`config.mk`:
```
export PLATFORM = sky130hd
export DESIGN_NAME = thermistor_linearizer_averager
export DESIGN_NICKNAME = d
export VERILOG_FILES = /design/src/tla_pkg.sv /design/src/thermistor_linearizer_averager.sv /design/src/tla_poly.sv /design/src/tla_div.sv
export SDC_FILE = /design/constraint.sdc
export NUM_CORES = 1
export LEC_CHECK = 0
export BUFFER_PORTS_ARGS = -buffer_cell sky130_fd_sc_hd__buf_4
export CORE_ASPECT_RATIO = 0.75
export CORE_MARGIN = 4
export CORE_UTILIZATION = 45
export DETAILED_ROUTE_END_ITERATION = 8
export GPL_ROUTABILITY_DRIVEN = 0
export MAX_ROUTING_LAYER = met4
export SLEW_MARGIN = 20
export SYNTH_ARGS = -nofsm -noshare
export SYNTH_HDL_FRONTEND = slang
export SYNTH_SLANG_ARGS = --single-unit
```
`constraint.sdc`:
```
create_clock -name clk -period 10 [get_ports clk]
set_input_delay 0.5 -clock clk [delete_from_list [all_inputs] [get_ports clk]]
set_output_delay 0.5 -clock clk [all_outputs]
set_load 0.005 [all_outputs]
```
`src/tla_pkg.sv`:
```
package tla_pkg;

  // field and datapath widths
  localparam int COUNT_W    = 10;
  localparam int COEFF_W    = 32;
  localparam int TEMP_W     = 16;
  localparam int CFG_W      = 32;
  localparam int CFG_IDX_W  = 3;
  localparam int POLY_W     = 64;
  localparam int POLY_SHIFT = 42;
  localparam int RAW_W      = POLY_W - POLY_SHIFT;

  // result status codes
  typedef enum logic [1:0] {
    ST_AVERAGED   = 2'd0,
    ST_COUNT_HIGH = 2'd1,
    ST_COUNT_LOW  = 2'd2,
    ST_HELD       = 2'd3
  } status_t;

  // configuration register indexes
  typedef enum logic [CFG_IDX_W-1:0] {
    REG_COUNT_LOW    = 3'd0,
    REG_COUNT_HIGH   = 3'd1,
    REG_COEFF_ZERO   = 3'd2,
    REG_COEFF_ONE    = 3'd3,
    REG_COEFF_TWO    = 3'd4,
    REG_COEFF_THREE  = 3'd5,
    REG_TEMP_FLOOR   = 3'd6,
    REG_TEMP_CEILING = 3'd7
  } reg_index_t;

  // core sequencer states
  typedef enum logic [2:0] {
    S_IDLE,
    S_CLASS,
    S_POLY,
    S_CHECK,
    S_STORE,
    S_DIV,
    S_DONE
  } state_t;

  // cubic coefficients, signed Q12.20
  typedef struct packed {
    logic signed [COEFF_W-1:0] c3;
    logic signed [COEFF_W-1:0] c2;
    logic signed [COEFF_W-1:0] c1;
    logic signed [COEFF_W-1:0] c0;
  } coeff_t;

endpackage

```
`src/thermistor_linearizer_averager.sv`:
```
// Thermistor linearizer with moving average. Each item is one 10-bit converter count;
// the result is a signed Q8.8 temperature with a status (averaged, count too high,
// count too low, held). Counts outside the count limits skip straight to the result.
// In-range counts run the cubic through a bit-serial Horner unit (three passes over
// the 10 count bits on a 64-bit shift-add accumulator), a range check and ring read
// (S_CHECK), a ring and sum update (S_STORE), then a restoring divider by RING_DEPTH.
// One item is in work at a time; a new item is taken while the previous result waits
// in the output register. Configuration writes land at once and are expected only
// while the block is idle.
module thermistor_linearizer_averager
  import tla_pkg::*;
#(
  parameter int RING_DEPTH = 8
) (
  input  logic                     clk,
  input  logic                     rst,
  input  logic                     cfg_write,
  input  logic [CFG_IDX_W-1:0]     cfg_index,
  input  logic [CFG_W-1:0]         cfg_data,
  input  logic                     in_valid,
  output logic                     in_ready,
  input  logic [COUNT_W-1:0]       adc_count,
  output logic                     out_valid,
  input  logic                     out_ready,
  output logic signed [TEMP_W-1:0] temperature,
  output logic [1:0]               status
);

  localparam int PTR_W = $clog2(RING_DEPTH);
  localparam int SUM_W = TEMP_W + PTR_W;

  // configuration registers
  logic [COUNT_W-1:0]       count_low_limit;
  logic [COUNT_W-1:0]       count_high_limit;
  coeff_t                   coeff;
  logic signed [TEMP_W-1:0] temp_floor;
  logic signed [TEMP_W-1:0] temp_ceiling;

  // core state
  state_t                   state;
  state_t                   state_next;
  logic [COUNT_W-1:0]       cnt;
  logic signed [RAW_W-1:0]  t_val;
  logic signed [TEMP_W-1:0] res_temp;
  status_t                  res_status;
  logic signed [TEMP_W-1:0] held;
  logic [PTR_W-1:0]         ptr;
  logic [PTR_W-1:0]         ptr_nx;
  logic signed [SUM_W-1:0]  ring_sum;
  logic signed [SUM_W-1:0]  sum_next;
  logic [RING_DEPTH-1:0]    ring_valid;
  logic signed [TEMP_W-1:0] ring [RING_DEPTH];
  logic signed [TEMP_W-1:0] rd_data;
  logic signed [TEMP_W-1:0] old_val;

  // control strobes
  logic                     count_high;
  logic                     count_low;
  logic                     in_range;
  logic                     poly_start;
  logic                     poly_done;
  logic signed [RAW_W-1:0]  poly_raw;
  logic                     div_start;
  logic                     div_done;
  logic signed [TEMP_W-1:0] div_quot;
  logic                     rd_en;
  logic                     wr_en;
  logic                     load_out;

  // configuration writes
  always_ff @(posedge clk) begin
    if (rst) begin
      count_low_limit  <= COUNT_W'(151);
      count_high_limit <= COUNT_W'(908);
      coeff            <= '0;
      temp_floor       <= -TEMP_W'(3840);
      temp_ceiling     <= TEMP_W'(19200);
    end else if (cfg_write) begin
      unique case (reg_index_t'(cfg_index))
        REG_COUNT_LOW:    count_low_limit  <= cfg_data[COUNT_W-1:0];
        REG_COUNT_HIGH:   count_high_limit <= cfg_data[COUNT_W-1:0];
        REG_COEFF_ZERO:   coeff.c0         <= cfg_data[COEFF_W-1:0];
        REG_COEFF_ONE:    coeff.c1         <= cfg_data[COEFF_W-1:0];
        REG_COEFF_TWO:    coeff.c2         <= cfg_data[COEFF_W-1:0];
        REG_COEFF_THREE:  coeff.c3         <= cfg_data[COEFF_W-1:0];
        REG_TEMP_FLOOR:   temp_floor       <= cfg_data[TEMP_W-1:0];
        REG_TEMP_CEILING: temp_ceiling     <= cfg_data[TEMP_W-1:0];
        default:          ;
      endcase
    end
  end

  // classification of the count and of the polynomial value
  assign count_high = (cnt > count_high_limit);
  assign count_low  = (cnt < count_low_limit);
  assign in_range   =
      !(t_val > $signed({{(RAW_W-TEMP_W){temp_ceiling[TEMP_W-1]}}, temp_ceiling}))
   && !(t_val < $signed({{(RAW_W-TEMP_W){temp_floor[TEMP_W-1]}}, temp_floor}));

  // ring pointer advance and sum update
  assign ptr_nx   = (ptr == PTR_W'(RING_DEPTH - 1)) ? '0 : ptr + 1'b1;
  assign old_val  = ring_valid[ptr] ? rd_data : '0;
  assign sum_next = ring_sum
                  - {{(SUM_W-TEMP_W){old_val[TEMP_W-1]}}, old_val}
                  + {{(SUM_W-TEMP_W){t_val[TEMP_W-1]}}, t_val[TEMP_W-1:0]};

  // state register
  always_ff @(posedge clk) begin
    if (rst) begin
      state <= S_IDLE;
    end else begin
      state <= state_next;
    end
  end

  // next state
  always_comb begin
    state_next = state;
    unique case (state)
      S_IDLE:  if (in_valid) state_next = S_CLASS;
      S_CLASS: state_next = (count_high || count_low) ? S_DONE : S_POLY;
      S_POLY:  if (poly_done) state_next = S_CHECK;
      S_CHECK: state_next = in_range ? S_STORE : S_DONE;
      S_STORE: state_next = S_DIV;
      S_DIV:   if (div_done) state_next = S_DONE;
      S_DONE:  if (!out_valid || out_ready) state_next = S_IDLE;
      default: state_next = S_IDLE;
    endcase
  end

  // sequencer outputs
  always_comb begin
    in_ready   = 1'b0;
    poly_start = 1'b0;
    rd_en      = 1'b0;
    wr_en      = 1'b0;
    div_start  = 1'b0;
    load_out   = 1'b0;
    unique case (state)
      S_IDLE:  in_ready   = 1'b1;
      S_CLASS: poly_start = !(count_high || count_low);
      S_POLY:  ;
      S_CHECK: rd_en      = in_range;
      S_STORE: begin
        wr_en     = 1'b1;
        div_start = 1'b1;
      end
      S_DIV:   ;
      S_DONE:  load_out   = !out_valid || out_ready;
      default: ;
    endcase
  end

  // item payload through the core
  always_ff @(posedge clk) begin
    if (in_valid && in_ready) begin
      cnt <= adc_count;
    end
    if (state == S_CLASS) begin
      if (count_high) begin
        res_temp   <= temp_floor;
        res_status <= ST_COUNT_HIGH;
      end else if (count_low) begin
        res_temp   <= temp_ceiling;
        res_status <= ST_COUNT_LOW;
      end
    end
    if (poly_done) begin
      t_val <= poly_raw;
    end
    if (state == S_CHECK && !in_range) begin
      res_temp   <= held;
      res_status <= ST_HELD;
    end
    if (div_done) begin
      res_temp   <= div_quot;
      res_status <= ST_AVERAGED;
    end
  end

  // ring bookkeeping and last answer
  always_ff @(posedge clk) begin
    if (rst) begin
      ptr        <= '0;
      ring_sum   <= '0;
      ring_valid <= '0;
      held       <= '0;
    end else begin
      if (rd_en) begin
        ptr <= ptr_nx;
      end
      if (wr_en) begin
        ring_sum        <= sum_next;
        ring_valid[ptr] <= 1'b1;
      end
      if (load_out) begin
        held <= res_temp;
      end
    end
  end

  // sample ring memory
  always_ff @(posedge clk) begin
    if (wr_en) begin
      ring[ptr] <= t_val[TEMP_W-1:0];
    end
  end

  always_ff @(posedge clk) begin
    if (rd_en) begin
      rd_data <= ring[ptr_nx];
    end
  end

  // output register
  always_ff @(posedge clk) begin
    if (rst) begin
      out_valid <= 1'b0;
    end else if (load_out) begin
      out_valid <= 1'b1;
    end else if (out_ready) begin
      out_valid <= 1'b0;
    end
  end

  always_ff @(posedge clk) begin
    if (load_out) begin
      temperature <= res_temp;
      status      <= res_status;
    end
  end

  // bit-serial cubic evaluation
  tla_poly u_poly (
    .clk   (clk),
    .rst   (rst),
    .start (poly_start),
    .count (cnt),
    .coeff (coeff),
    .done  (poly_done),
    .raw   (poly_raw)
  );

  // serial floor division of the ring sum
  tla_div #(
    .DEPTH (RING_DEPTH),
    .SUM_W (SUM_W)
  ) u_div (
    .clk   (clk),
    .rst   (rst),
    .start (div_start),
    .sum   (sum_next),
    .done  (div_done),
    .quot  (div_quot)
  );

`ifndef SYNTH
  // polynomial result only arrives while the sequencer waits for it
  assert property (@(posedge clk) disable iff (rst) poly_done |-> state == S_POLY)
    else $error("polynomial done outside wait state");

  // division result only arrives while the sequencer waits for it
  assert property (@(posedge clk) disable iff (rst) div_done |-> state == S_DIV)
    else $error("divider done outside wait state");

  // a stored entry is marked valid
  assert property (@(posedge clk) disable iff (rst) state == S_STORE |=> ring_valid[ptr])
    else $error("ring entry not marked valid after store");

  // a new result only comes from a finished item
  assert property (@(posedge clk) disable iff (rst) $rose(out_valid) |-> $past(state == S_DONE))
    else $error("result loaded without a finished item");
`endif

endmodule

```
`src/tla_poly.sv`:
```
module tla_poly
  import tla_pkg::*;
(
  input  logic                    clk,
  input  logic                    rst,
  input  logic                    start,
  input  logic [COUNT_W-1:0]      count,
  input  coeff_t                  coeff,
  output logic                    done,
  output logic signed [RAW_W-1:0] raw
);

  localparam int BIT_W = $clog2(COUNT_W);

  logic signed [POLY_W-1:0] acc;
  logic signed [POLY_W-1:0] part;
  logic signed [POLY_W-1:0] step;
  logic [BIT_W-1:0]         bit_idx;
  logic [1:0]               pass;
  logic                     busy;
  logic                     last_bit;

  // msb-first shift-add of the accumulator by one bit of the count
  assign step     = (part <<< 1) + (count[bit_idx] ? acc : '0);
  assign last_bit = busy && (bit_idx == '0);

  // control: three horner passes of COUNT_W bits each
  always_ff @(posedge clk) begin
    if (rst) begin
      busy <= 1'b0;
      done <= 1'b0;
    end else begin
      done <= 1'b0;
      if (start) begin
        busy <= 1'b1;
      end else if (last_bit && pass == 2'd2) begin
        busy <= 1'b0;
        done <= 1'b1;
      end
    end
  end

  // datapath: partial product starts at the next term, shifted left by 10 more bits each pass
  always_ff @(posedge clk) begin
    if (start) begin
      acc     <= {{(POLY_W-COEFF_W){coeff.c3[COEFF_W-1]}}, coeff.c3};
      part    <= {{(POLY_W-COEFF_W){coeff.c2[COEFF_W-1]}}, coeff.c2};
      pass    <= 2'd0;
      bit_idx <= BIT_W'(COUNT_W - 1);
    end else if (busy) begin
      if (bit_idx == '0) begin
        acc     <= step;
        pass    <= pass + 2'd1;
        bit_idx <= BIT_W'(COUNT_W - 1);
        if (pass == 2'd0) begin
          part <= {{(POLY_W-COEFF_W-10){coeff.c1[COEFF_W-1]}}, coeff.c1, 10'b0};
        end else begin
          part <= {{(POLY_W-COEFF_W-20){coeff.c0[COEFF_W-1]}}, coeff.c0, 20'b0};
        end
        if (pass == 2'd2) begin
          raw <= step[POLY_W-1:POLY_SHIFT];
        end
      end else begin
        part    <= step;
        bit_idx <= bit_idx - 1'b1;
      end
    end
  end

endmodule

```
`src/tla_div.sv`:
```
module tla_div
  import tla_pkg::*;
#(
  parameter int DEPTH = 8,
  parameter int SUM_W = 19
) (
  input  logic                     clk,
  input  logic                     rst,
  input  logic                     start,
  input  logic signed [SUM_W-1:0]  sum,
  output logic                     done,
  output logic signed [TEMP_W-1:0] quot
);

  localparam int REM_W = $clog2(DEPTH);
  localparam int MAG_W = SUM_W - 1;
  localparam int CNT_W = $clog2(MAG_W);
  localparam logic [REM_W:0] DIVISOR = (REM_W+1)'(DEPTH);

  logic [MAG_W-1:0] mag;
  logic [REM_W-1:0] rem;
  logic [CNT_W-1:0] cnt;
  logic             busy;
  logic             neg;
  logic [REM_W:0]   trial;
  logic [REM_W:0]   diff;
  logic             fits;
  logic [MAG_W-1:0] q_last;

  // one restoring division step per cycle
  assign trial  = {rem, mag[MAG_W-1]};
  assign diff   = trial - DIVISOR;
  assign fits   = (trial >= DIVISOR);
  assign q_last = {mag[MAG_W-2:0], fits};

  // control
  always_ff @(posedge clk) begin
    if (rst) begin
      busy <= 1'b0;
      done <= 1'b0;
    end else begin
      done <= 1'b0;
      if (start) begin
        busy <= 1'b1;
      end else if (busy && cnt == '0) begin
        busy <= 1'b0;
        done <= 1'b1;
      end
    end
  end

  // floor division: negative sums divide their complement, then invert
  always_ff @(posedge clk) begin
    if (start) begin
      neg <= sum[SUM_W-1];
      mag <= sum[SUM_W-1] ? ~sum[MAG_W-1:0] : sum[MAG_W-1:0];
      rem <= '0;
      cnt <= CNT_W'(MAG_W - 1);
    end else if (busy) begin
      mag <= q_last;
      rem <= fits ? diff[REM_W-1:0] : trial[REM_W-1:0];
      cnt <= cnt - 1'b1;
      if (cnt == '0) begin
        quot <= neg ? ~q_last[TEMP_W-1:0] : q_last[TEMP_W-1:0];
      end
    end
  end

endmodule
```
# Word level (Yosys, flattened, before mapping)

Memory sizes are Yosys's and may differ from the RTL's. A register that Yosys moved wholly into a read port is not among the register bits.
Index checks and enable logic that the tools add are counted.

Register bits: 500
RAM bits: 128
Logic and storage cells: 174
Memories kept: 1

Memory list:

| name | words | bits a word | rd ports | clocked after memory_dff | wr ports | RTL line                             | source |
|---|---|---|---|---|---|---|---|
| ring | 8     | 16          | 1        | 1                        | 1        | thermistor_linearizer_averager.sv:52 | `logic signed [TEMP_W-1:0] ring [RING_DEPTH];` |

$add $sub $neg: 8
Order comparisons: 8
Equal/unequal tests: 19
Multiplexer cells: 53
Bitwise logic cells: 5
Reduce and logical (&&, ||, !) cells: 46

Operators with widths:

| kind                                          | number |
|---|---|
| 2-to-1 mux 64 bit                             | 4 |
| 2-to-1 mux 63 bit                             | 4 |
| 2-to-1 mux 16 bit                             | 7 |
| adder 64 bit                                  | 1 |
| 2-to-1 mux 18 bit                             | 3 |
| == test 3 bit, second input constant          | 8 |
| AND reduction 2 bit                           | 12 |
| greater-than comparator 22 x 16 -> 1 bit      | 1 |
| less-than comparator 22 x 16 -> 1 bit         | 1 |
| 2-to-1 mux 3 bit                              | 7 |
| one-hot mux 3 bit (7 select lines)            | 1 |
| adder 19 bit                                  | 1 |
| subtractor 19 bit                             | 1 |
| 2-to-1 mux 1 bit                              | 18 |
| NOT 18 bit                                    | 1 |
| NOT 16 bit                                    | 1 |
| nonzero test 2 bit                            | 7 |
| == test 3 x 2 -> 1 bit, second input constant | 4 |
| greater-than comparator 10 bit                | 1 |
| less-than comparator 10 bit                   | 1 |
| 2-to-1 mux 2 bit                              | 5 |
| bitwise OR 8 bit                              | 1 |
| AND reduction 4 bit                           | 2 |
| logical AND 1 bit                             | 7 |
| 28 further kinds                              | 40 |

# Depth between registers and ports, before layout

Gate-level depths: netlist of the first run.

Depth after elaboration: 8
Depth in mapped cells: 23
Mapped depth without buffers: 21

# Modules after synthesis

A second synthesis of the first run with hierarchy kept.

Cell total of the unflattened synthesis: 3247
Area, all modules: 32466.1 sq um

Modules (own cells, without submodules):

| module                         | times used | cells an instance | area each (sq um) | seq. area each (sq um) |
|---|---|---|---|---|
| thermistor_linearizer_averager | 1          | 1892              | 19286.0           | 10950.5 |
| tla_poly                       | 1          | 1199              | 11148.2           | 4634.4 |
| tla_div                        | 1          | 156               | 2031.9            | 1251.2 |

# Worst setup path before layout of the first run

No wires, ideal clock.

Path kind: flip-flop to flip-flop
Start: register u_poly.bit_idx[0]
End: register u_poly.acc[0] (enable)
Library setup time: 0.577 ns
Arrival: 5.621 ns
Slack: 3.802 ns
Cell stages (with the launch flop): 5
Cells stage by stage: dfxtp_1 > clkbuf_1 > nand2b_1 > or3_1 > o21ai_0

Word-level cells in the longest chain between the ends: 3

RTL lines:

| what                                 | RTL line       | source |
|---|---|---|
| start: declaration                   | tla_poly.sv:18 | `logic [BIT_W-1:0] bit_idx;` |
| start signal: assignment             | tla_poly.sv:49 | `bit_idx <= BIT_W'(COUNT_W - 1);` |
| start signal: assignment             | tla_poly.sv:54 | `bit_idx <= BIT_W'(COUNT_W - 1);` |
| start signal: assignment             | tla_poly.sv:65 | `bit_idx <= bit_idx - 1'b1;` |
| zero test 4 bit                      | tla_poly.sv:51 | `if (bit_idx == '0) begin` |
| nonzero test 2 bit (no source line)  | --             |  |
| AND reduction 2 bit (no source line) | --             |  |
| end signal: assignment               | tla_poly.sv:46 | `acc <= {{(POLY_W-COEFF_W){coeff.c3[COEFF_W-1]}}, coeff.c3};` |
| end signal: assignment               | tla_poly.sv:52 | `acc <= step;` |
| end: declaration                     | tla_poly.sv:15 | `logic signed [POLY_W-1:0] acc;` |

No other way between the ends.
A chain may end at the register's enable or synchronous reset.

# Final worst setup path of the first run

Start: register ptr[0]
End: register u_div.mag[9], data pin

Word-level cells in the longest chain between the ends: 8

RTL lines:

| what                                     | RTL line                              | source |
|---|---|---|
| start: declaration                       | thermistor_linearizer_averager.sv:47  | `logic [PTR_W-1:0] ptr;` |
| start signal: assignment                 | thermistor_linearizer_averager.sv:190 | `ptr <= ptr_nx;` |
| binary-select mux 1 bit (select 3 bit) * | thermistor_linearizer_averager.sv:102 | `assign old_val = ring_valid[ptr] ? rd_data : '0;` |
| 2-to-1 mux 1 bit (implied by the code) * | thermistor_linearizer_averager.sv:102 |  |
| 2-to-1 mux 16 bit *                      | thermistor_linearizer_averager.sv:102 |  |
| subtractor 19 bit *                      | thermistor_linearizer_averager.sv:104 | `- {{(SUM_W-TEMP_W){old_val[TEMP_W-1]}}, old_val}` |
| adder 19 bit *                           | thermistor_linearizer_averager.sv:105 | `+ {{(SUM_W-TEMP_W){t_val[TEMP_W-1]}}, t_val[TEMP_W-1:0]};` |
| NOT 18 bit                               | tla_div.sv:56                         | `mag <= sum[SUM_W-1] ? ~sum[MAG_W-1:0] : sum[MAG_W-1:0];` |
| 2-to-1 mux 18 bit *                      | tla_div.sv:56                         |  |
| 2-to-1 mux 18 bit *                      | tla_div.sv:54                         | `if (start) begin` |
| end signal: assignment                   | tla_div.sv:56                         |  |
| end signal: assignment                   | tla_div.sv:60                         | `mag <= q_last;` |
| end: declaration                         | tla_div.sv:20                         | `logic [MAG_W-1:0] mag;` |

Every way passes the cells marked *; elsewhere a longest branch is shown, timed or not. The select of a mux whose other input is x is not followed.

==> results.py, run 1 <==
metrics = {
    "outcome": {
        "status": "complete, no violations",
    },
    "floorplanning": {
        "die_w_um": 316,
        "start_util_pct": 45.6,
        "die_area_um2": 75700,
        "pin_count": 70,
        "die-height_um": 239,
        "core_area_um2": 70300,
        "rows": 84,
    },
    "cells_and_area": {
        "drive_gt1_share_pct": 9.05,
        "nFillCells": 6299,
        "synthToLayoutAreaGrowth_pct": 12.1,
        "nets": 3476,
    },
    "logic_synthesis": {
        "ys_ff_latch": 644,
        "synth_most_common_cell": "nand2_1",
        "synth_mux_area_share_pct": 3.41,
        "async_flop_share_pct": 0,
        "synth_top_cell_by_area": "edfxtp_1",
        "synth.cell_area_um2": 32100,
        "synth-simple-area-share_pct": 15.3,
        "postSynthCellCount": 3264,
        "synth_top_family_by_area": "simple AND/OR/NAND/NOR gates",
        "synth_fa_ha_area_share_pct": 7.00,
        "yosys-top-cells-count": "669 x nand2_1, 394 x edfxtp_1, 328 x a21oi_1",
        "synth_area_per_cell_um2": 9.83,
        "yosys_warnings": 0,
        "ys.flop_type": "edfxtp_1",
        "synth_xor_area_share_pct": 3.25,
        "synth_compound_area_share_pct": 14.3,
        "synth_edf_count": 394,
        "synthesis.nets": 3482,
        "seq_area_frac_synth_pct": 52.5,
        "yosysUniqueCellTypes": 84,
        "synth.area.top_cells": "edfxtp_1 37%, dfxtp_1 16%, nand2_1 7.8%, ha_1 5.8%, a21oi_1 5.1%",
        "synth_top_area_share_pct": 36.9,
    },
    "cts": {
        "cts.clk_slew.worst_paths_ns": 0.06,
        "clockBufferDepth": 3,
        "post-cts-setup-buffer-count": 0,
        "cts.sinks": 644,
        "cts_tree": "yes",
        "insertion_delay_ns": 0.62,
        "cts.hold.buffers_added": 0,
        "cts_resized": 0,
        "root_buffer": "clkbuf_16",
        "cts_buffers": 69,
        "cts_max_level": 3,
    },
    "drt": {
        "routedWlPerCell_um": 20.8,
        "avgViaCountPerCell": 5.62,
        "wl_um": 88500,
        "drt_iter0_drc": 2358,
        "num_vias": 23949,
        "drt_first_pass_iters": 5,
        "route.detailed.drc": 0,
        "ant_nets": 0,
    },
    "hold_path": {
        "min_from": "adc_count[5]",
        "hold_path_depth": 1,
        "hp-class": "in -> reg",
        "worstHoldEndpoint": "cnt[5]",
    },
    "sta": {
        "skew_ns": 0.0245,
        "rsz0062_at_grt": "false",
        "hold_violations": 0,
        "tightestPinTransition_ns": 1.06,
        "fmax_mhz": 178,
        "period_minus_slack_ns": 5.61,
        "setup_violations": 0,
        "fin_ws_ns": 4.39,
        "maxSlewHeadroom_pct": 29.2,
        "fin_crit_sh_pct": 56.1,
        "slew_violations": 0,
        "fin_tns_setup_ns": 0,
    },
    "global_route": {
        "met3_usage_pct": 5.12,
        "top_usage_layer": "met1",
        "first_global_vias": 23185,
        "grt_pass1_wl_um": 137000,
        "met1_usage_pct": 36.2,
        "antenna_found_initial": 4,
        "overflow": 0,
        "track_usage_pct": 24.0,
        "grt_use_met2_pct": 33.0,
        "grt_max_degree": 105,
    },
    "critical_path": {
        "path_buf_inv": 3,
        "timing.rr.start": "ptr[0]",
        "worst-endpoint-required_ns": 10.33,
        "critPathTopFamily": "compound AO/OA/AOI/OAI gates",
        "arrival_ns": 5.94,
        "crit_cells": 20,
        "reg2reg_to": "u_div.mag[9]",
        "slowest_stage": "dfxtp_2",
        "path_class": "reg -> reg",
        "crit_path_cell_trace": "mux2i_1 > nor2_1 > nand2_1 > o311ai_1 > buf_4 > and2_1 > fa_1 > inv_1 > ha_1 > nor2b_1 > o2111ai_1 > or4b_1 > a311oi_2 > o21ai_1 > a31o_1 > a21oi_2 > xnor2_2 > buf_4 > xor2_1 > o21ai_1",
        "r2r_slack_ns": 4.39,
        "end_kind": "flop",
        "rr_worst_depth": 20,
        "start_kind": "flop",
        "critPathMaxStageDelay_ns": 1.01,
        "critPathMaxFanout": 47,
    },
    "power": {
        "cellPowerDensity_nw_per_um2": 278,
        "peakVddDrop_mv": 0.165,
        "leakage_nw": 13.9,
    },
    "placement": {
        "io_buffers": 69,
        "hpwl_um": 59300,
        "post-place-ws_ns": 4.45,
    },
    "job": {
        "drv_cap": 0,
    },
}
-- area by class of cell --
cell class / instances / area, um2 / share of cell area (%)
Sequential cell: 644 / 16800 / 46.8
Multi-Input combinational cell: 2264 / 14000 / 39.0
Clock buffer: 89 / 1940 / 5.38
Tap cell: 946 / 1180 / 3.29
Timing Repair Buffer: 112 / 865 / 2.40
Inverter: 167 / 627 / 1.74
Clock inverter: 38 / 479 / 1.33
Antenna cell: 1 / 2.50 / 0.00696
-- worst register-to-register path: stages (launching register included) --
cell,delay (ns)
dfxtp_2,1.01
mux2i_1,0.29
nor2_1,0.06
nand2_1,0.10
o311ai_1,0.11
buf_4,0.23
and2_1,0.18
fa_1,0.48
inv_1,0.04
ha_1,0.33
nor2b_1,0.16
o2111ai_1,0.21
or4b_1,0.52
a311oi_2,0.33
o21ai_1,0.13
a31o_1,0.23
a21oi_2,0.18
xnor2_2,0.13
buf_4,0.34
xor2_1,0.22
o21ai_1,0.07
-- cell usage in the layout, fill, tap and decap left out, types with 18 or more instances in the layout --
master / instances
fa_1: 19
a211o_1: 18
ha_1: 148
clkbuf_16: 73
nor3_1: 19
nor2_1: 177
nor2b_1: 21
nand2_1: 668
mux4_2: 18
inv_1: 164
edfxtp_1: 394
xnor2_1: 57
nand2b_1: 27
nand4_1: 25
xor2_1: 61
and2_1: 89
o21ai_1: 74
buf_4: 110
mux2i_1: 53
o21ai_0: 104
a21o_1: 75
a21oi_1: 328
and3_1: 20
nand3_1: 30
dfxtp_1: 248
-- power by group --
part | leakage, nW | total (mW) | internal [mW] | switching [mW]
Clock | 1.17 | 2.72 | 1.62 | 1.10
Sequential | 5.61 | 3.49 | 3.36 | 0.129
Combinational | 7.15 | 3.79 | 1.45 | 2.34
Total | 13.9 | 10.0 | 6.43 | 3.57
-- layer usage --
metal / up-vias / wire length (um)
met5: - / 0
met4: 0 / 1930
met3: 113 / 7240
met2: 792 / 36600
met1: 11678 / 42800
li1: 11366 / -
-- logic make-up (layout without fill, tap and decap cells) --
group,Yosys count,after routing
AOI/OAI and AO/OA,764,764
xor gates and xnor gates,119,119
adders and majority gates,168,168
buffers and inverters,356,406
DFF,644,644
muxes,85,85
other,0,1
and+or+nand+nor,1128,1128
-- through the flow --
stage | power (mW) | hold slack, ns | cell area (um2) | cells | util, %
detailed placement | 7.26 | 0.405 | 33500 | 4132 | 47.7
global route | 10.6 | 0.0259 | 36000 | 4261 | 51.2
global placement | 7.17 | 0.407 | 33500 | 4132 | 47.7
CTS | 10.0 | 0.0235 | 35900 | 4259 | 51.1
finish | 10.0 | 0.0600 | 36000 | 4261 | 51.2
floorplan | 6.31 | 0.400 | 32100 | 3264 | -
-- how the worst max path moves through the flow --
| stage | startpoint | endpoint | slack (ns) |
|---|---|---|---|
| finish | ptr[0] | u_div.mag[9] | 4.39 |
| global route | ptr[0] | u_div.mag[3] | 4.05 |
| floorplan | u_poly.bit_idx[0] | u_poly.acc[0] | 3.80 |
| detailed placement | ptr[0] | u_div.mag[0] | 4.45 |
| CTS | ptr[0] | u_div.mag[3] | 4.40 |
| global placement | ptr[0] | u_div.mag[12] | 4.52 |
-- sequential cells by signal (all words and copies together) (netlist names), 18 cells and up --
name and flops:
ring_sum 19, coeff 128, u_poly.raw 22, u_poly.part 63, u_poly.acc 64, u_div.mag 18
ring 128, t_val 22
Power figures use the tool's default switching activity.
==> run 2, diff against run 1 <==
clock period = 4.5 ns   (was 10 ns; I/O delays follow)
==> results.py, run 2 (same netlist as run 1, synthesis figures left out) <==
metrics = {
    "outcome": {
        "status": "finished, violations left",
        "violations": "negative setup slack",
    },
    "sta": {
        "slew_violations": 0,
        "skew_ns": 0.0278,
        "fin_tns_setup_ns": -0.0884,
        "fin_crit_sh_pct": 101,
        "setup_violations": 8,
        "rsz0062_at_grt": "true",
        "fmax_mhz": 221,
        "maxSlewHeadroom_pct": 26.2,
        "tightestPinTransition_ns": 1.10,
        "fin_ws_ns": -0.0245,
        "hold_violations": 0,
        "period_minus_slack_ns": 4.52,
    },
    "power": {
        "cellPowerDensity_nw_per_um2": 636,
        "leakage_nw": 15.1,
        "peakVddDrop_mv": 0.324,
    },
    "job": {
        "drv_cap": 0,
    },
    "cts": {
        "cts_buffers": 69,
        "cts_tree": "yes",
        "cts.clk_slew.worst_paths_ns": 0.06,
        "clockBufferDepth": 3,
        "cts_max_level": 3,
        "cts.sinks": 644,
        "root_buffer": "clkbuf_16",
        "insertion_delay_ns": 0.62,
    },
    "critical_path": {
        "path_class": "reg -> reg",
        "critPathMaxFanout": 9,
        "start_kind": "flop",
        "end_kind": "flop",
        "worst-endpoint-required_ns": 4.83,
        "r2r_slack_ns": -0.02,
        "rr_worst_depth": 21,
        "arrival_ns": 4.85,
    },
    "drt": {
        "wl_um": 92800,
        "ant_nets": 0,
        "num_vias": 25195,
        "route.detailed.drc": 0,
        "avgViaCountPerCell": 5.61,
        "routedWlPerCell_um": 20.6,
        "drt_first_pass_iters": 6,
        "drt_iter0_drc": 2693,
    },
    "floorplanning": {
        "rows": 84,
        "pin_count": 70,
        "start_util_pct": 45.6,
        "core_area_um2": 70300,
        "die_area_um2": 75700,
        "die-height_um": 239,
        "die_w_um": 316,
    },
    "hold_path": {
        "hp-class": "in -> reg",
        "hold_path_depth": 3,
    },
    "placement": {
        "place_area_um2": 34800,
        "hpwl_um": 62500,
        "io_buffers": 69,
    },
    "cells_and_area": {
        "top_regs": "coeff x128, ring x128, u_poly.acc x64",
        "synthToLayoutAreaGrowth_pct": 21.0,
        "fin_area_um2": 38800,
        "final_util_pct": 55.2,
        "final_common_cell": "nand2_1",
        "nets": 3709,
        "nFillCells": 6091,
        "drive_gt1_share_pct": 17.5,
        "final_cell_mix": "666 x nand2_1, 394 x edfxtp_1, 310 x a21oi_1, 283 x buf_4, 245 x dfxtp_1",
    },
    "global_route": {
        "grt_pass1_wl_um": 140000,
        "grt_max_degree": 131,
        "antenna_found_initial": 6,
        "track_usage_pct": 24.7,
        "first_global_vias": 23946,
        "overflow": 0,
    },
}
-- run 2: changes by cell type in the layout (fill, tap and decap cells not counted), moves of 16 or more --
cell	previous run	this run
a21oi_2	2	18
ha_4	0	27
buf_4	110	283
dlygate4sd3_1	0	42
a21oi_1	328	310
ha_1	148	115
-- run 2: what timing repair did --
item,in CTS,in global routing
cloned,2,0
buffers inserted,16,13
setup endpoints to repair,67,90
pin swaps,26,51
endpoints found under the hold margin,188,0
resized for setup,58,126
hold buffers,42,0
-- run 2: cell type report --
| class | instances | area (um2) | share of cell area [%] |
|---|---|---|---|
| multi-input cells | 2265 | 15000 | 38.7 |
| clock inverters | 33 | 334 | 0.861 |
| flip-flops and latches | 644 | 16900 | 43.4 |
| inverters | 167 | 627 | 1.61 |
| diodes | 1 | 2.50 | 0.00645 |
| repair buffers | 344 | 2880 | 7.41 |
| clock buffers | 93 | 1910 | 4.92 |
| well taps | 946 | 1180 | 3.05 |
-- run 2: per-layer routing --
| metal | routed length, um | share of wire [%] | GRT usage, % | up-vias |
|---|---|---|---|---|
| met5 | 0 | 0 | - | - |
| met4 | 2150 | 2.3 | 6.40 | 0 |
| met3 | 7710 | 8.3 | 4.74 | 131 |
| met2 | 38900 | 42 | 34.4 | 979 |
| met1 | 44000 | 47 | 36.9 | 12247 |
| li1 | - | - | - | 11838 |
-- run 2: stage by stage --
stage	cells	hold slack [ns]	setup slack, ns	power, mW
floorplan	3264	0.324	0.0510	14.0
global placement	4294	0.403	-0.207	17.2
detailed placement	4294	0.405	-0.270	17.4
CTS	4480	0.0251	-0.0232	23.7
global route	4493	0.0519	-0.218	26.1
finish	4493	0.0543	-0.0245	24.7
-- run 2: power by group --
| group | switching (mW) | internal [mW] |
|---|---|---|
| clock | 2.42 | 3.29 |
| sequential | 0.309 | 7.47 |
| combinational | 6.15 | 5.04 |
| total | 8.88 | 15.8 |
-- run 2: worst max-delay path: stages, from the launching register on --
cell	delay [ns]
dfxtp_4	0.38
nor2_2	0.04
nand2_1	0.06
nand2_1	0.06
a22oi_2	0.21
o311ai_4	0.17
and2_1	0.20
fa_1	0.49
inv_2	0.05
ha_4	0.21
nor2b_4	0.13
o2111ai_2	0.18
or4b_4	0.50
a311oi_2	0.29
o21ai_1	0.14
a31o_1	0.23
a21oi_2	0.19
xnor2_2	0.20
buf_12	0.16
buf_12	0.13
xor2_1	0.16
o21ai_1	0.07
-- run 2: worst paths after layout --
path | from | endpoint
max | ptr[2] | u_div.mag[4]
min | out_ready | out_valid
max reg2reg | ptr[2] | u_div.mag[4]
min reg2reg | u_poly.raw[2] | t_val[2]
==> run 3, diff against run 2 <==
clock period = 5.4 ns   (was 4.5 ns; I/O delays follow)
==> results.py, run 3 (same netlist as run 1, synthesis figures left out) <==
metrics = {
    "cells_and_area": {
        "synthToLayoutAreaGrowth_pct": 13.9,
        "final_cell_mix": "668 x nand2_1, 394 x edfxtp_1, 327 x a21oi_1, 246 x dfxtp_1, 176 x nor2_1",
        "drive_gt1_share_pct": 9.53,
        "final_common_cell": "nand2_1",
        "nets": 3531,
        "fin_area_um2": 36500,
        "top_regs": "coeff x128, ring x128, u_poly.acc x64",
        "antenna_cells": 0,
    },
    "drt": {
        "drt_iter0_drc": 2513,
        "route.detailed.drc": 0,
        "avgViaCountPerCell": 5.66,
        "ant_nets": 0,
        "routedWlPerCell_um": 20.9,
        "drt_first_pass_iters": 6,
        "wl_um": 90200,
        "num_vias": 24399,
    },
    "placement": {
        "hpwl_um": 60900,
        "place_area_um2": 33600,
        "io_buffers": 69,
    },
    "sta": {
        "setup_violations": 0,
        "fmax_mhz": 197,
        "skew_ns": 0.0157,
        "fin_crit_sh_pct": 93.9,
        "period_minus_slack_ns": 5.07,
        "tightestPinTransition_ns": 1.06,
        "slew_violations": 0,
        "maxSlewHeadroom_pct": 29.4,
        "rsz0062_at_grt": "false",
        "hold-worst-slack_ns": 0.0534,
        "fin_tns_setup_ns": 0,
        "hold_violations": 0,
    },
    "global_route": {
        "overflow": 0,
        "first_global_vias": 23204,
        "track_usage_pct": 24.3,
        "grt_pass1_wl_um": 138000,
        "grt_max_degree": 96,
        "antenna_found_initial": 4,
    },
    "hold_path": {
        "hp-class": "in -> reg",
        "min_from": "rst",
    },
    "power": {
        "cellPowerDensity_nw_per_um2": 512,
        "peakVddDrop_mv": 0.308,
        "leakage_nw": 14.2,
        "finalPower_mw": 18.7,
    },
    "floorplanning": {
        "die_area_um2": 75700,
        "pin_count": 70,
        "rows": 84,
        "start_util_pct": 45.6,
        "core_area_um2": 70300,
        "die-height_um": 239,
        "die_w_um": 316,
    },
    "cts": {
        "cts.clk_slew.worst_paths_ns": 0.06,
        "cts_max_level": 3,
        "clockBufferDepth": 3,
        "insertion_delay_ns": 0.61,
        "root_buffer": "clkbuf_16",
        "cts.sinks": 644,
        "cts_tree": "yes",
        "cts_buffers": 68,
    },
    "critical_path": {
        "worst-endpoint-required_ns": 5.75,
        "critPathMaxFanout": 20,
        "startpoint": "u_poly.bit_idx[1]",
        "critPathTopFamily": "compound AO/OA/AOI/OAI gates",
        "end_kind": "flop",
        "path_buf_inv": 2,
        "critPathMaxStageDelay_ns": 0.60,
        "timing.rr.start": "u_poly.bit_idx[1]",
        "slowest_stage": "o21ai_4",
        "start_kind": "flop",
        "arrival_ns": 5.43,
        "crit_path_cell_trace": "mux4_2 > mux2i_4 > o21ai_4 > and2_1 > ha_1 > inv_1 > fa_1 > nor2b_1 > o31ai_2 > a211oi_2 > o311ai_2 > a2111oi_2 > buf_4 > o31ai_1 > o41ai_1 > xnor2_1 > nand2_1 > a31o_1",
        "path_class": "reg -> reg",
    },
    "outcome": {
        "status": "complete, no violations",
    },
    "job": {
        "drv_cap": 0,
    },
}
==> run 3: changes by cell type in the layout (fill, tap and decap cells not counted), moves of 7 or more <==
cell	before	now
buf_4	283	121
ha_1	115	148
a21oi_1	310	327
ha_4	27	0
o21ai_2	10	0
xnor2_2	8	1
xnor2_1	49	57
o21ai_0	97	104
a21oi_2	18	3
buf_12	11	1
==> run 3: metrics by stage <==
stage / setup WS (ns) / instances / utilization [%]
3_3_place_gp: 0.336 / 4144 / 47.8
3_5_place_dp: 0.163 / 4144 / 47.8
4_1_cts: 0.137 / 4311 / 51.8
6_report: 0.327 / 4314 / 52.0
5_1_grt: 0.0209 / 4314 / 52.0
2_1_floorplan: 0.774 / 3264 / -
==> run 3: repair_timing <==
action / CTS / global route
resized for setup: 0 / 8
hold buffers: 42 / 0
endpoints found under the setup margin: 0 / 14
buffers inserted: 0 / 0
endpoints found under the hold margin: 161 / 0
==> run 3: metal layers <==
layer	global-route usage (%)	up-vias	part of all wire (%)
li1	-	11473	-
met1	37.3	11901	48
met2	33.3	902	41
met3	4.63	123	8.6
met4	5.07	0	1.8
met5	-	-	0
==> run 3: report_power, final <==
part / total [mW] / internal [mW] / leakage [nW] / switching, mW
logic: 7.24 / 2.77 / 7.40 / 4.46
registers: 6.49 / 6.23 / 5.61 / 0.258
clock network: 4.97 / 2.95 / 1.17 / 2.03
total: 18.7 / 11.9 / 14.2 / 6.75
==> run 3: cell type report <==
class                           instances  area, um2
Timing Repair Buffer                  167       1400
Clock buffer                           92       1990
Clock inverter                         33        382
Tap cell                              946       1180
Fill cell                            6238      33800
Sequential cell                       644      16800
Multi-Input combinational cell       2265      14100
Inverter                              167        629
==> run 3: path summary, 6_finish.rpt <==
path	slack, ns	end	depth (start not counted)
hold reg to reg	0.41	t_val[5]	0
setup reg to reg	0.33	u_poly.part[49]	18
setup / recovery	0.33	u_poly.part[49]	18
hold / removal	0.05	count_low_limit[5]	2
